===== src/rtl/core/sws_pkg.sv =====
// ----------------------------------------------------------------------------
// Shell word splitter package
// Shared types, character constants and result queue geometry for the shell word splitter.
// ----------------------------------------------------------------------------
`default_nettype none

package sws_pkg;

  // One input transfer: a line byte or an end of line marker.
  typedef struct packed {
    logic       kind;
    logic [7:0] in_byte;
  } sws_in_t;

  // One result transfer.
  typedef struct packed {
    logic [7:0] out_byte;
    logic       byte_valid;
    logic       word_end;
    logic       line_end;
    logic       run_last;
  } sws_out_t;

  // Lexer mode.
  typedef enum logic [1:0] {
    MODE_IDLE = 2'd0,
    MODE_WORD = 2'd1,
    MODE_SQ   = 2'd2,
    MODE_DQ   = 2'd3
  } sws_mode_e;

  // Character held back until the next byte decides its fate.
  typedef enum logic [1:0] {
    HOLD_NONE   = 2'd0,
    HOLD_DOLLAR = 2'd1,
    HOLD_BSLASH = 2'd2
  } sws_hold_e;

  // What the plain byte handling contributes to the result.
  typedef enum logic [1:0] {
    ACT_NONE = 2'd0,
    ACT_BYTE = 2'd1,
    ACT_WEND = 2'd2
  } sws_act_e;

  // Input kind codes.
  localparam logic KindByte = 1'b0;
  localparam logic KindEol  = 1'b1;

  // Characters of interest.
  localparam logic [7:0] ChDollar = 8'h24;
  localparam logic [7:0] ChBslash = 8'h5C;
  localparam logic [7:0] ChDquote = 8'h22;
  localparam logic [7:0] ChSquote = 8'h27;
  localparam logic [7:0] ChLess   = 8'h3C;
  localparam logic [7:0] ChGreat  = 8'h3E;
  localparam logic [7:0] ChSpace  = 8'h20;
  localparam logic [7:0] ChZero   = 8'h30;
  localparam logic [7:0] ChNine   = 8'h39;

  // Result queue geometry.
  localparam int unsigned FifoDepth = 4;
  localparam int unsigned PtrW      = $clog2(FifoDepth);
  localparam int unsigned CntW      = $clog2(FifoDepth + 1);

endpackage

`default_nettype wire


===== src/rtl/core/shell_word_splitter.sv =====
// ----------------------------------------------------------------------------
// Shell word splitter
// Splits a streamed command line into words, removing quotes and escapes.
// ----------------------------------------------------------------------------
// Results are registered in the result queue before they reach the output.
// Input: one transfer per cycle while in_stall_o is low; an input yielding two
// results pushes both into the four-entry result queue.
// Reset: asynchronous, active low; clears the mode, the held character and
// the result queue.
`default_nettype none

module shell_word_splitter (
  input  wire              clk_i,
  input  wire              rst_ni,
  input  wire              in_valid_i,
  output logic             in_stall_o,
  input  wire sws_pkg::sws_in_t in_i,
  output logic             out_valid_o,
  input  wire              out_stall_i,
  output sws_pkg::sws_out_t out_o
);

  sws_pkg::sws_mode_e mode_q, mode_d, eff_mode, plain_mode;
  sws_pkg::sws_hold_e hold_q, hold_d, plain_hold;
  sws_pkg::sws_act_e  plain_act, act;

  logic [7:0] b;
  logic       in_fire, out_fire, is_digit;
  logic       pre_v;
  logic [7:0] pre_b;
  logic       use_plain;

  sws_pkg::sws_out_t res0, res1;
  logic [1:0]        push_n;

  sws_pkg::sws_out_t             fifo_q [sws_pkg::FifoDepth];
  logic [sws_pkg::PtrW-1:0]      wr_ptr_q, rd_ptr_q;
  logic [sws_pkg::CntW-1:0]      count_q;

  assign b        = in_i.in_byte;
  assign in_fire  = in_valid_i && !in_stall_o;
  assign out_fire = out_valid_o && !out_stall_i;
  assign is_digit = (b >= sws_pkg::ChZero) && (b <= sws_pkg::ChNine);
  assign eff_mode = (mode_q == sws_pkg::MODE_IDLE) ? sws_pkg::MODE_WORD : mode_q;

  // Plain byte handling with nothing held.
  always_comb begin
    plain_mode = mode_q;
    plain_hold = sws_pkg::HOLD_NONE;
    plain_act  = sws_pkg::ACT_NONE;
    if (!(mode_q == sws_pkg::MODE_IDLE && b == sws_pkg::ChSpace)) begin
      plain_mode = eff_mode;
      if (b == sws_pkg::ChDollar) begin
        plain_hold = sws_pkg::HOLD_DOLLAR;
      end else begin
        unique case (eff_mode)
          sws_pkg::MODE_SQ: begin
            if (b == sws_pkg::ChSquote) plain_mode = sws_pkg::MODE_WORD;
            else plain_act = sws_pkg::ACT_BYTE;
          end
          sws_pkg::MODE_DQ: begin
            if (b == sws_pkg::ChDquote) plain_mode = sws_pkg::MODE_WORD;
            else if (b == sws_pkg::ChBslash) plain_hold = sws_pkg::HOLD_BSLASH;
            else plain_act = sws_pkg::ACT_BYTE;
          end
          default: begin
            if (b == sws_pkg::ChSpace) begin
              plain_act  = sws_pkg::ACT_WEND;
              plain_mode = sws_pkg::MODE_IDLE;
            end else if (b == sws_pkg::ChSquote) begin
              plain_mode = sws_pkg::MODE_SQ;
            end else if (b == sws_pkg::ChDquote) begin
              plain_mode = sws_pkg::MODE_DQ;
            end else if (b == sws_pkg::ChBslash) begin
              plain_hold = sws_pkg::HOLD_BSLASH;
            end else begin
              plain_act = sws_pkg::ACT_BYTE;
            end
          end
        endcase
      end
    end
  end

  // Decide the prefix byte and whether the plain handling applies.
  always_comb begin
    pre_v     = 1'b0;
    pre_b     = '0;
    use_plain = 1'b0;
    act       = sws_pkg::ACT_NONE;
    unique case (hold_q)
      sws_pkg::HOLD_DOLLAR: begin
        if (!is_digit) begin
          pre_v     = 1'b1;
          pre_b     = sws_pkg::ChDollar;
          use_plain = 1'b1;
        end
      end
      sws_pkg::HOLD_BSLASH: begin
        if (mode_q == sws_pkg::MODE_DQ) begin
          if (b == sws_pkg::ChBslash || b == sws_pkg::ChDquote || b == sws_pkg::ChDollar) begin
            act = sws_pkg::ACT_BYTE;
          end else begin
            pre_v     = 1'b1;
            pre_b     = sws_pkg::ChBslash;
            use_plain = 1'b1;
          end
        end else begin
          act = sws_pkg::ACT_BYTE;
          if (b == sws_pkg::ChLess || b == sws_pkg::ChGreat) begin
            pre_v = 1'b1;
            pre_b = sws_pkg::ChBslash;
          end
        end
      end
      default: begin
        use_plain = 1'b1;
      end
    endcase
    if (use_plain) act = plain_act;
  end

  // Assemble the results and the next state for this transfer.
  always_comb begin
    res0   = '0;
    res1   = '0;
    push_n = 2'd0;
    mode_d = use_plain ? plain_mode : mode_q;
    hold_d = use_plain ? plain_hold : sws_pkg::HOLD_NONE;
    if (in_i.kind == sws_pkg::KindEol) begin
      mode_d          = sws_pkg::MODE_IDLE;
      hold_d          = sws_pkg::HOLD_NONE;
      res0.line_end   = 1'b1;
      res0.run_last   = 1'b1;
      res0.word_end   = (mode_q != sws_pkg::MODE_IDLE);
      push_n          = 2'd1;
      if (hold_q == sws_pkg::HOLD_DOLLAR) begin
        res0.byte_valid = 1'b1;
        res0.out_byte   = sws_pkg::ChDollar;
      end else if (hold_q == sws_pkg::HOLD_BSLASH && mode_q == sws_pkg::MODE_DQ) begin
        res0.byte_valid = 1'b1;
        res0.out_byte   = sws_pkg::ChBslash;
      end
    end else if (pre_v) begin
      res0.byte_valid = 1'b1;
      res0.out_byte   = pre_b;
      if (act == sws_pkg::ACT_BYTE) begin
        res1.byte_valid = 1'b1;
        res1.out_byte   = b;
        res1.run_last   = 1'b1;
        push_n          = 2'd2;
      end else begin
        res0.word_end = (act == sws_pkg::ACT_WEND);
        res0.run_last = 1'b1;
        push_n        = 2'd1;
      end
    end else if (act == sws_pkg::ACT_BYTE) begin
      res0.byte_valid = 1'b1;
      res0.out_byte   = b;
      res0.run_last   = 1'b1;
      push_n          = 2'd1;
    end else if (act == sws_pkg::ACT_WEND) begin
      res0.word_end = 1'b1;
      res0.run_last = 1'b1;
      push_n        = 2'd1;
    end
  end

  // Lexer state registers.
  always_ff @(posedge clk_i or negedge rst_ni) begin
    if (!rst_ni) begin
      mode_q <= sws_pkg::MODE_IDLE;
      hold_q <= sws_pkg::HOLD_NONE;
    end else if (in_fire) begin
      mode_q <= mode_d;
      hold_q <= hold_d;
    end
  end

  // Result queue storage.
  always_ff @(posedge clk_i) begin
    if (in_fire) begin
      if (push_n != 2'd0) fifo_q[wr_ptr_q] <= res0;
      if (push_n == 2'd2) fifo_q[wr_ptr_q + sws_pkg::PtrW'(1)] <= res1;
    end
  end

  // Result queue pointers and fill count.
  always_ff @(posedge clk_i or negedge rst_ni) begin
    if (!rst_ni) begin
      wr_ptr_q <= '0;
      rd_ptr_q <= '0;
      count_q  <= '0;
    end else begin
      if (in_fire) wr_ptr_q <= wr_ptr_q + sws_pkg::PtrW'(push_n);
      if (out_fire) rd_ptr_q <= rd_ptr_q + sws_pkg::PtrW'(1);
      count_q <= count_q + (in_fire ? sws_pkg::CntW'(push_n) : '0)
                         - sws_pkg::CntW'(out_fire);
    end
  end

  // Accept only while two free slots remain for the worst case.
  assign in_stall_o  = (count_q > sws_pkg::CntW'(sws_pkg::FifoDepth - 2));
  assign out_valid_o = (count_q != '0);
  assign out_o       = fifo_q[rd_ptr_q];

endmodule

`default_nettype wire

===== config.mk =====
export PLATFORM = sky130hd
export DESIGN_NAME = shell_word_splitter
export DESIGN_NICKNAME = d
export VERILOG_FILES = /design/src/rtl/core/sws_pkg.sv /design/src/rtl/core/shell_word_splitter.sv
export SDC_FILE = /design/constraint.sdc
export NUM_CORES = 1
export LEC_CHECK = 0
export BUFFER_PORTS_ARGS = -buffer_cell sky130_fd_sc_hd__buf_2
export CAP_MARGIN = 15
export CORE_MARGIN = 2
export CORE_UTILIZATION = 60
export CTS_CLUSTER_SIZE = 16
export DETAILED_ROUTE_END_ITERATION = 16
export PLACE_DENSITY = 0.85
export SETUP_SLACK_MARGIN = 0.5
export SYNTH_ARGS = -nofsm -noshare
export SYNTH_HDL_FRONTEND = slang
export SYNTH_SLANG_ARGS = --single-unit

===== constraint.sdc =====
create_clock -name clk_i -period 5.5 [get_ports clk_i]
set_input_delay 0.275 -clock clk_i [delete_from_list [all_inputs] [get_ports clk_i]]
set_output_delay 0.275 -clock clk_i [all_outputs]
set_load 0.02 [all_outputs]

==> metrics.txt <==
final worst path period need=just over 4 ns; H-tree Lvls=3; Cell Pwr Density=roughly 420 nW/µm²; worst reg2reg path endpoint=count_q[2]$_DFF_PN0_; drt total wl=~8000 µm; max cap viols=0; root buffer selected by CTS=clkbuf_8; Mapped Area=between 3000 and 4000 µm²; Yosys reg bits=roughly 60; post-layout util=0.671; LEAKAGE=1.47 nW; diode count=0; DP HPWL=between 5000 and 6000 µm; initial antenna violation count=0; Yosys cell types=65; Initial DRC Count=218; Core Area=between 5000 and 6000 µm²; Die Width=between 80 and 90 µm; Final period util=0.754; Setup Fix Bufs, Post-CTS=0; syn nets=between 300 and 400; crit path launch type=input pin; Worst-Margin Slew=roughly 0.91 ns; global-route wire length before repair=12,600 µm; via count=~2,800; dominant cells by area after synthesis=edfxtp_1 34%, dfrtp_1 7.8%, mux4_2 7.6%; total grt overflow=0; GRT Total Usage=0.263; die area=roughly 6500 µm²; Commonest cells post-synth=40 x edfxtp_1, 32 x nand2_1, 25 x nor2b_1, 18 x nor2_1; clock slew at reported path FFs=roughly 0.06 ns; P&R area growth vs syn=9.95%; syn_area_per_cell=11.1 µm²; WL/cell=between 15 and 20 µm; Setup Viol. Count Final=0; number of global-route vias before repair=2,448; TritonCTS Sinks=59; drt first pass iters=5; ratio of cells with drive above 1 in the final layout=0.195; post-synthesis sequential area ratio=0.461; max_slew headroom=0.392; antenna violation net count after detailed routing=0; post-synthesis cell count=between 300 and 400; gpl congestion=between 0.9 and 1; Initial Util=0.610; Peak VDD IR=between 0.2 and 0.25 mV; cts bufs inserted=9; pin count of the biggest net entering global routing=19; CP Class=input pin to flip-flop; Worst R2R Path Depth=14; reg-to-reg startpoint=hold_q[0]$_DFFE_PN0P_; DR vias/cell=between 6 and 7; r2r setup slk=between 1 and 1.5 ns; IO Count=27; most frequent cell after synthesis=edfxtp_1; Layout Nets=366; port bufs=26; Sum Neg Setup Slack=0 ns; Hold Path End=rd_ptr_q[0]$_DFFE_PN0P_; Crit Path Max Fanout=10; skew final=between 0.01 and 0.015 ns; Hold Fails Final Rpt=0; Yosys top cell area share=0.339; row cnt=28; DRC viols=0; Async SR Flop Fraction=0.186; WP data required=5.72 ns; Die Span Y=80.9 µm; Worst-Skew Late Latency=between 0.3 and 0.4 ns; EDFF count, synth=40; Slew Viols, Final=0; Hold Path Cell Cnt=3; CP arrival=~4.4 ns; yosys synthesis warning count=0; status=complete, no violations; hold wc startpoint=out_stall_i; Max Clock Freq=241 MHz; worst hold path type=input pin to flip-flop; CTS tree=done; post-synth top area cell=edfxtp_1; ys flop type=edfxtp_1; Longest Clk Path Bufs=2; crit end category=flip-flop; RSZ-0062 raised after global routing=no
==> final cells by class <==
cell class / instances / area, µm²
clock buffer: 12 / 145
clock inverter: 4 / 41.3
fill: 466 / 1920
inverter: 11 / 41.3
multi-input combinational: 234 / 1790
sequential: 59 / 1640
tap: 75 / 93.8
timing repair buffer: 29 / 155
==> layout by cell type, fill, tap and decap left out, types with 4 or more instances in the layout <==
| cell type | n |
|---|---|
| buf_2 | 26 |
| clkbuf_8 | 10 |
| dfrtp_1 | 11 |
| a22o_1 | 16 |
| inv_1 | 11 |
| nor2b_1 | 25 |
| mux4_2 | 12 |
| ha_1 | 8 |
| nor3_1 | 4 |
| edfxtp_1 | 40 |
| nand2b_1 | 8 |
| nor2_1 | 18 |
| a21oi_1 | 16 |
| and3_1 | 6 |
| nand2_1 | 32 |
| nand3_1 | 8 |
| dfxtp_1 | 8 |
| o21ai_0 | 8 |
| mux2i_1 | 5 |
==> metal layers <==
metal	vias up	share of wire	track usage
met5	-	0	0
met4	0	0.030	0.102
met3	21	0.065	0.0633
met2	133	0.49	0.420
met1	1339	0.42	0.348
li1	1260	-	-
==> repair_timing <==
action	in CTS	in global routing
resized for setup	0	0
hold buffers	1	0
hold endpoints to repair	11	0
==> state kept, by name (all words and copies together), names as in the netlist <==
signal    count
wr_ptr_q      2
fifo_q       48
mode_q        2
hold_q        2
rd_ptr_q      2
count_q       3
==> how the worst max path moves through the flow <==
stage                 start              endpoint  cells past startpoint  slack [ns]
global route        in_i[5]  count_q[2]$_DFF_PN0_                     15        1.03
floorplan           in_i[4]  count_q[2]$_DFF_PN0_                     15        1.49
detailed placement  in_i[3]  count_q[2]$_DFF_PN0_                     15        1.08
CTS                 in_i[3]  count_q[2]$_DFF_PN0_                     15        1.42
global placement    in_i[3]  count_q[2]$_DFF_PN0_                     15        1.19
finish              in_i[3]  count_q[2]$_DFF_PN0_                     15        1.35
==> logic make-up after synthesis <==
| logic type | after synthesis | synth area share |
|---|---|---|
| flip-flops | 59 | 0.461 |
| adder cells (fa/ha/maj) | 9 | 0.0339 |
| AO/OA/AOI/OAI | 72 | 0.156 |
| multiplexers | 18 | 0.0935 |
| AND/OR/NAND/NOR | 130 | 0.208 |
| XOR/XNOR | 5 | 0.0123 |
| buffers and inverters | 28 | 0.0349 |
==> worst max-delay path, stage by stage <==
cell and delay, ns:
buf_2 0.15, or4b_1 0.54, a2111o_1 0.48, nand3_1 0.10, nand3_1 0.16, nand4_1 0.18
ha_1 0.30, nor2b_1 0.33, nand2_1 0.20, a21oi_1 0.49, inv_1 0.14, ha_1 0.32
fa_1 0.43, xor2_1 0.16, xnor2_1 0.12
==> power breakdown <==
group	leakage (nW)	internal [mW]	switching, mW	total, mW
Clock	0.0931	0.217	0.161	0.379
Combinational	0.785	0.256	0.311	0.566
Sequential	0.593	0.569	0.126	0.695
Total	1.47	1.04	0.597	1.64
==> through the flow <==
step | instances | instance area, µm² | total power, mW | setup WS, ns | hold WS, ns
after floorplan | 321 | 3550 | 1.11 | 1.49 | -0.0206
final | 424 | 3900 | 1.64 | 1.35 | 0.242
after detailed placement | 407 | 3700 | 1.27 | 1.08 | 0.161
after CTS | 424 | 3900 | 1.65 | 1.42 | 0.234
after global routing | 424 | 3900 | 1.73 | 1.03 | 0.253
after global placement | 407 | 3700 | 1.24 | 1.19 | 0.153
(Power assumes the default switching activity.)
